$ cat src/flcc_pkg.sv
// Shared types and constants for the frame luma change counter.
package flcc_pkg;

  localparam int unsigned CHAN_W     = 8;
  localparam int unsigned LUMA_W     = 8;
  localparam int unsigned LUMA_SUM_W = 22;
  localparam int unsigned LUMA_SHIFT = 14;

  localparam logic [LUMA_SUM_W-1:0] LUMA_K0    = 22'd4899;
  localparam logic [LUMA_SUM_W-1:0] LUMA_K1    = 22'd9617;
  localparam logic [LUMA_SUM_W-1:0] LUMA_K2    = 22'd1868;
  localparam logic [LUMA_SUM_W-1:0] LUMA_ROUND = 22'd8192;

  localparam int unsigned THR_W      = 8;
  localparam int unsigned WIDTH_W    = 11;
  localparam int unsigned HEIGHT_W   = 10;
  localparam int unsigned DIM_PROD_W = WIDTH_W + HEIGHT_W;

  localparam int unsigned TALLY_W = 20;
  localparam int unsigned SHARE_W = 14;
  localparam int unsigned PROD_W  = 34;

  localparam logic [SHARE_W-1:0] SHARE_SCALE = 14'd10000;

  localparam logic [THR_W-1:0]    THR_RESET    = 8'd2;
  localparam logic [WIDTH_W-1:0]  WIDTH_RESET  = 11'd640;
  localparam logic [HEIGHT_W-1:0] HEIGHT_RESET = 10'd480;

  localparam int unsigned CFG_IDX_W  = 2;
  localparam int unsigned CFG_DATA_W = 11;

  typedef enum logic [CFG_IDX_W-1:0] {
    CFG_THRESHOLD = 2'd0,
    CFG_WIDTH     = 2'd1,
    CFG_HEIGHT    = 2'd2
  } cfg_index_t;

endpackage

$ cat src/flcc_share_div.sv
// Changed-share unit: scale the tally by 10000, divide by frame size bit-serially, clamp.
module flcc_share_div #(
  parameter int unsigned SIZE_W = 20
) (
  input  logic                        clk,
  input  logic                        rst_n,
  input  logic                        start,
  input  logic [flcc_pkg::TALLY_W-1:0] tally,
  input  logic [SIZE_W-1:0]           size,
  output logic                        busy,
  output logic                        done,
  input  logic                        take,
  output logic [flcc_pkg::TALLY_W-1:0] count_out,
  output logic [flcc_pkg::SHARE_W-1:0] share_out
);
  import flcc_pkg::*;

  localparam int unsigned CNT_W = $clog2(PROD_W);

  typedef enum logic [1:0] {
    S_IDLE,
    S_MUL,
    S_DIV,
    S_DONE
  } state_t;

  state_t              state_r;
  logic [TALLY_W-1:0]  tally_r;
  logic [SIZE_W-1:0]   size_r;
  logic [PROD_W-1:0]   quo_r;
  logic [SIZE_W:0]     rem_r;
  logic [CNT_W-1:0]    cnt_r;
  logic [TALLY_W-1:0]  count_r;
  logic [SHARE_W-1:0]  share_r;

  logic [SIZE_W:0]     rem_sh;
  logic                q_bit;
  logic [SIZE_W:0]     rem_nxt;
  logic [PROD_W-1:0]   quo_nxt;

  always_comb begin
    rem_sh  = {rem_r[SIZE_W-1:0], quo_r[PROD_W-1]};
    q_bit   = (rem_sh >= {1'b0, size_r});
    rem_nxt = q_bit ? (rem_sh - {1'b0, size_r}) : rem_sh;
    quo_nxt = {quo_r[PROD_W-2:0], q_bit};
  end

  always_ff @(posedge clk) begin
    if (!rst_n) begin
      state_r <= S_IDLE;
    end else begin
      case (state_r)
        S_IDLE: begin
          if (start) begin
            tally_r <= tally;
            size_r  <= size;
            state_r <= S_MUL;
          end
        end
        S_MUL: begin
          quo_r   <= PROD_W'(tally_r) * PROD_W'(SHARE_SCALE);
          rem_r   <= '0;
          cnt_r   <= CNT_W'(PROD_W - 1);
          state_r <= S_DIV;
        end
        S_DIV: begin
          quo_r <= quo_nxt;
          rem_r <= rem_nxt;
          cnt_r <= cnt_r - CNT_W'(1);
          if (cnt_r == '0) begin
            count_r <= tally_r;
            share_r <= (quo_nxt > PROD_W'(SHARE_SCALE)) ? SHARE_SCALE
                                                         : quo_nxt[SHARE_W-1:0];
            state_r <= S_DONE;
          end
        end
        S_DONE: begin
          if (take) begin
            state_r <= S_IDLE;
          end
        end
        default: begin
          state_r <= S_IDLE;
        end
      endcase
    end
  end

  assign busy      = (state_r != S_IDLE);
  assign done      = (state_r == S_DONE);
  assign count_out = count_r;
  assign share_out = share_r;

endmodule

$ cat config.mk
export PLATFORM = sky130hd
export DESIGN_NAME = flcc_share_div
export DESIGN_NICKNAME = d
export VERILOG_FILES = /design/src/flcc_pkg.sv /design/src/flcc_share_div.sv
export SDC_FILE = /design/constraint.sdc
export NUM_CORES = 1
export LEC_CHECK = 0
export BUFFER_PORTS_ARGS = -buffer_cell sky130_fd_sc_hd__buf_2
export CELL_PAD_IN_SITES_DETAIL_PLACEMENT = 0
export CELL_PAD_IN_SITES_GLOBAL_PLACEMENT = 2
export CORE_UTILIZATION = 30
export DETAILED_ROUTE_END_ITERATION = 12
export PLACE_DENSITY = 0.74
export SLEW_MARGIN = 20
export SYNTH_ARGS = -nofsm -noshare
export SYNTH_HDL_FRONTEND = slang
export SYNTH_SLANG_ARGS = --single-unit
$ cat constraint.sdc
create_clock -name clk -period 5.3 [get_ports clk]
set_input_delay 1.06 -clock clk [delete_from_list [all_inputs] [get_ports clk]]
set_output_delay 1.06 -clock clk [all_outputs]
set_load 0.02 [all_outputs]
Yosys cells after proc, flatten, opt, wreduce, memory -nomap -nowiden. Cells that the tools add are included.

Register bits: 136. Bits in latches: 0. RAM bits: 0. Memories: 0. Input bits: 44. Memory bits (read-only): 0.

Div/mod/pow operators: 0. Eq/ne operators: 6. Bitwise gates (word level): 0. Reductions and logical operators: 8. $add $sub $neg: 2. Multipliers: 1. Multiplexer cells: 8. Shift-type cells: 0. $lt $le $gt $ge: 2.

Operators with widths (count): case mux 34 bit (2 select lines) (1); case mux 20 bit (2 select lines) (1); > comparator 34 x 14 -> 1 bit (second input constant) (1); multiplier 20 x 10 -> 30 bit (second input constant) (1); >= comparator 21 x 20 -> 1 bit (1); two-way mux 20 bit (1); subtractor 20 bit (1); case mux 6 bit (2 select lines) (1); AND reduction 3 bit (3); case mux 2 bit (4 select lines) (1); logical NOT 6 bit (1); two-way mux 2 bit (3); subtractor 6 x 1 -> 6 bit (second input constant) (1); == test 2 bit (second input constant) (2); inequality test 2 bit (second input constant) (2); nonzero test 2 bit (2); == test 2 x 1 -> 1 bit (second input constant) (1); logical NOT 2 bit (1); inequality test 2 x 1 -> 1 bit (second input constant) (1); AND reduction 2 bit (1).

Longest topological paths before layout.
Depth in word-level cells: 3. Gate-level depth with buffers: 20.

Least setup slack after synthesis. Ideal clock, no wire load.

Path type: reg-to-reg. Start: register tally_r[12]. End: register quo_r[33], data pin. Slack: 0.671 ns. Path buffers: 1. Setup time: 0.265 ns. Period minus slack after synthesis: 4.629 ns. Cell stages (with the launch flop): 19. Data arrival time: 4.364 ns. Cell sequence: edfxtp_1 inv_1 fa_1 inv_1 ha_1 fa_1 ha_1 inv_1 fa_1 inv_1 ha_1 buf_6 and3_1 a221o_1 a211oi_2 a22oi_2 a211oi_2 xor2_1 o21ai_1.

Longest elaborated chain between the ends: 2.

Ends and longest elaborated chain: start: declaration (line flcc_share_div.sv:28) `logic [TALLY_W-1:0] tally_r;`; start signal: assignment (line flcc_share_div.sv:55) `tally_r <= tally;`; multiplier 20 x 10 -> 30 bit (line flcc_share_div.sv:61) `quo_r <= PROD_W'(tally_r) * PROD_W'(SHARE_SCALE);`; case mux 34 bit (2 select lines) (line flcc_share_div.sv:52) `case (state_r)`; end signal: assignment (line flcc_share_div.sv:61); end signal: assignment (line flcc_share_div.sv:67) `quo_r <= quo_nxt;`; end: declaration (line flcc_share_div.sv:30) `logic [PROD_W-1:0] quo_r;`.

Every way passes these cells. A chain may end at the register's enable or synchronous reset.

Worst setup path after layout. Ends and elaborated chain as after synthesis.

==> impl_metrics.py <==
metrics = {
    "sta": {
        "slew_violations": 0,
        "worst_slew_pin_slew_ns": 0.911,
        "fin_worst_hold_slack_ns": 0.503,
        "grt_setup_unrepaired": "false",
        "final_critical_path_setup_slack_ns": 0.228,
        "finClkSkew_ns": 0.0116,
        "setup_tns_after_final_layout_ns": 0,
        "final-setup-viol-count": 0,
        "relSlewSlack_pct": 39.2,
        "post-route-period-util_pct": 95.7,
        "hold_fails_final_rpt": 0,
        "max_freq_ghz": 0.197,
        "layout_min_cycle_time_ns": 5.07,
    },
    "clock_network": {
        "clock_sink_count": 136,
        "clkSlewWorstSetupHoldPaths_ns": 0.06,
        "cts.root.buffer_cell": "sky130_fd_sc_hd__clkbuf_16",
        "htree_num_levels": 4,
        "clockBufferDepth": 2,
        "cts_hold_buffers": 0,
        "clkLatencyLatePin_ns": 0.43,
        "cts_inserted_buffers": 17,
        "tritoncts": "yes",
    },
    "worst_setup_path": {
        "worst-path-buf-inv": 4,
        "timing_worst_setup_path_type": "reg2reg",
        "cp_most_frequent_cell": "sky130_fd_sc_hd__inv_1",
        "critical-path-slowest-cell": "sky130_fd_sc_hd__fa_1",
        "critPathCaptureType": "flop",
        "worstPathArrival_ns": 5.22,
        "timing.critical_path.required_ns": 5.45,
        "crit_chain": "inv_1 > fa_1 > inv_1 > ha_1 > fa_1 > ha_1 > inv_1 > fa_1 > inv_1 > ha_1 > and3_1 > a221o_1 > a211oi_4 > a22oi_2 > a211oi_2 > xor2_1 > o21ai_1",
        "worst_path_largest_cell_delay_ns": 0.57,
        "timing.critical_path.from_type": "flop",
        "timing.critical_path.max_delay_family": "adder cells",
        "path_max_fanout": 9,
    },
    "global_routing": {
        "grt_pass1_wl_um": 33700,
        "antenna_found_initial": 0,
        "grt_start_max_net_pins": 78,
        "via_count_of_the_first_global_routing_pass": 6553,
        "grt_use_total_pct": 13.1,
        "grt_overflow_total": 0,
    },
    "floorplan": {
        "fp.dieArea_um2": 32800,
        "num_rows": 65,
        "dieHeight_um": 181,
        "design.portCount": 80,
        "die_width_um": 181,
        "effective_utilization_at_floorplan_pct": 30.5,
        "fp.coreArea_um2": 31600,
    },
    "layout": {
        "fin_nets": 1154,
        "num_antenna_cells": 0,
        "fraction_of_final_layout_cells_with_drive_strength_greater_than_1_pct": 15.6,
        "layout.core_utilization_pct": 35.1,
        "n_fill_cell": 3208,
        "area_growth_syn_to_layout_pct": 15.1,
    },
    "yosys": {
        "dominantRegCellSynth": "sky130_fd_sc_hd__edfxtp_1",
        "synth-edff-count": 134,
        "syn_nets": 1068,
        "synthesis.area_per_instance_um2": 11.1,
        "synth-seq-cells": 136,
        "ys.warnings.count": 0,
        "post_synth_inst_count": 869,
        "synthesis.area_um2": 9630,
        "post_synthesis_sequential_area_ratio_pct": 42.2,
        "yosysUniqueCellTypes": 73,
        "postSynth.asyncResetShare_pct": 0,
    },
    "worst_hold_path": {
        "hp-class": "reg2reg",
    },
    "routing": {
        "drc": 0,
        "post_drt_wl_per_cell_um": 14.7,
        "num_vias": 6393,
        "final_wirelength_um": 20100,
        "drt_iter0_markers": 346,
        "antenna_left": 0,
        "route.detailed.vias_per_inst": 4.67,
        "detail_route.first_pass.iterations": 5,
    },
    "job": {
        "drv.max_cap_violation_count": 0,
    },
    "run_status": {
        "run_status": "completed",
    },
    "placed_design": {
        "detailed_place_hpwl_um": 14800,
        "post-place-ws_ns": 0.173,
        "port_buffers": 79,
        "gp_congestion": 0.778,
    },
}
-- cell usage in the layout (no fill, tap or decap), types with 15 or more instances in the layout --
cell / netlist / routed
sky130_fd_sc_hd__inv_1: 160 / 158
sky130_fd_sc_hd__edfxtp_1: 134 / 134
sky130_fd_sc_hd__ha_1: 107 / 106
sky130_fd_sc_hd__buf_2: 6 / 79
sky130_fd_sc_hd__nand2_1: 52 / 52
sky130_fd_sc_hd__fa_1: 48 / 48
sky130_fd_sc_hd__o21ai_0: 41 / 41
sky130_fd_sc_hd__a21oi_1: 37 / 37
sky130_fd_sc_hd__nor2_1: 34 / 34
sky130_fd_sc_hd__nand3_1: 17 / 17
sky130_fd_sc_hd__clkbuf_16: 0 / 17
sky130_fd_sc_hd__xor2_1: 15 / 15
sky130_fd_sc_hd__xnor2_1: 15 / 15
-- per-layer routing --
metal  global-route usage, %  up-vias  wire length, µm
met5                       0        -                0
met2                    19.5      104             8630
li1                        -     3218                -
met1                    18.6     3060            10500
met4                    3.73        0              227
met3                    3.29       11              720
-- worst paths after layout --
kind / endpoint / from / cells after the start / slack [ns]
max: quo_r[33]$_DFFE_PP_ / tally_r[12]$_DFFE_PP_ / 17 / 0.23
min: count_out[9]$_DFFE_PP_ / tally_r[9]$_DFFE_PP_ / 0 / 0.50
max reg2reg: quo_r[33]$_DFFE_PP_ / tally_r[12]$_DFFE_PP_ / 17 / 0.23
min reg2reg: count_out[9]$_DFFE_PP_ / tally_r[9]$_DFFE_PP_ / 0 / 0.50
-- state kept, by name, indices dropped and copies added, names as in the netlist --
signal     count
count_out     20
size_r        20
quo_r         34
share_out     14
rem_r         20
cnt_r          6
state_r        2
tally_r       20
-- worst reg2reg max path, cell delays in order (launching register included) --
cell                       delay [ns]
sky130_fd_sc_hd__edfxtp_1        0.38
sky130_fd_sc_hd__inv_1           0.17
sky130_fd_sc_hd__fa_1            0.57
sky130_fd_sc_hd__inv_1           0.04
sky130_fd_sc_hd__ha_1            0.30
sky130_fd_sc_hd__fa_1            0.49
sky130_fd_sc_hd__ha_1            0.29
sky130_fd_sc_hd__inv_1           0.05
sky130_fd_sc_hd__fa_1            0.49
sky130_fd_sc_hd__inv_1           0.04
sky130_fd_sc_hd__ha_1            0.40
sky130_fd_sc_hd__and3_1          0.21
sky130_fd_sc_hd__a221o_1         0.36
sky130_fd_sc_hd__a211oi_4        0.35
sky130_fd_sc_hd__a22oi_2         0.14
sky130_fd_sc_hd__a211oi_2        0.22
sky130_fd_sc_hd__xor2_1          0.19
sky130_fd_sc_hd__o21ai_1         0.08
-- synth_stat cells (2+ instances only) --
master	number	area [µm²]
sky130_fd_sc_hd__o31ai_1	5	37.5
sky130_fd_sc_hd__nand3_1	17	85.1
sky130_fd_sc_hd__o21ai_1	4	20.0
sky130_fd_sc_hd__nand4b_1	2	17.5
sky130_fd_sc_hd__mux2i_1	10	100
sky130_fd_sc_hd__nor3b_1	4	30.0
sky130_fd_sc_hd__dfxtp_1	2	40.0
sky130_fd_sc_hd__xor2_1	15	131
sky130_fd_sc_hd__or3b_2	2	17.5
sky130_fd_sc_hd__ha_1	107	1340
sky130_fd_sc_hd__edfxtp_1	134	4020
sky130_fd_sc_hd__buf_2	6	30.0
sky130_fd_sc_hd__nand4_1	7	43.8
sky130_fd_sc_hd__a211oi_2	5	62.6
sky130_fd_sc_hd__o211ai_1	8	60.1
sky130_fd_sc_hd__nand2b_1	12	75.1
sky130_fd_sc_hd__nor2b_1	6	37.5
sky130_fd_sc_hd__nor2_1	34	128
sky130_fd_sc_hd__a21oi_1	37	185
sky130_fd_sc_hd__o32ai_1	2	17.5
sky130_fd_sc_hd__mux2_2	3	33.8
sky130_fd_sc_hd__nor3_1	10	50.1
sky130_fd_sc_hd__o221ai_1	2	17.5
sky130_fd_sc_hd__and3_1	10	62.6
sky130_fd_sc_hd__nor4b_1	2	17.5
sky130_fd_sc_hd__and4_1	4	35.0
sky130_fd_sc_hd__o21ai_0	41	205
sky130_fd_sc_hd__o41ai_1	3	26.3
sky130_fd_sc_hd__o21a_1	9	67.6
sky130_fd_sc_hd__nand2_1	52	195
sky130_fd_sc_hd__and2_1	12	75.1
sky130_fd_sc_hd__nor4_1	11	68.8
sky130_fd_sc_hd__inv_1	160	601
sky130_fd_sc_hd__o311ai_0	2	17.5
sky130_fd_sc_hd__a211oi_1	6	45.0
sky130_fd_sc_hd__clkbuf_1	9	33.8
sky130_fd_sc_hd__buf_6	4	45.0
sky130_fd_sc_hd__fa_1	48	961
sky130_fd_sc_hd__xnor2_1	15	131
sky130_fd_sc_hd__or3_1	4	25.0
sky130_fd_sc_hd__o22ai_1	3	18.8
sky130_fd_sc_hd__a21o_1	9	67.6
-- through the flow --
stage | cells | instance area, µm²
6_report | 1370 | 11100
5_1_grt | 1370 | 11100
4_1_cts | 1370 | 11100
3_5_place_dp | 1338 | 10500
3_3_place_gp | 1338 | 10500
2_1_floorplan | 869 | 9630
-- kinds of logic after synthesis --
family	share of synthesized area (%)
AOI/OAI and AO/OA	11.9
xor gates and xnor gates	2.73
adders and majority gates	23.9
buffers and inverters	7.46
DFF	42.2
muxes	1.39
and+or+nand+nor	10.5
-- cell type report --
cell class | count | area, µm² | area share, %
Multi-Input combinational cell | 552 | 4870 | 44.0
Sequential cell | 136 | 4060 | 36.7
Inverter | 160 | 601 | 5.42
Tap cell | 402 | 503 | 4.54
Timing Repair Buffer | 88 | 463 | 4.18
Clock buffer | 18 | 429 | 3.87
Clock inverter | 14 | 148 | 1.33
-- what timing repair did --
action	in CTS	in global routing
buffers inserted	0	0
resized for setup	0	4
endpoints found under the setup margin	0	2
Power is not shown: default switching activity piles up to over one toggle a cycle in this logic, so the estimate is an artifact.
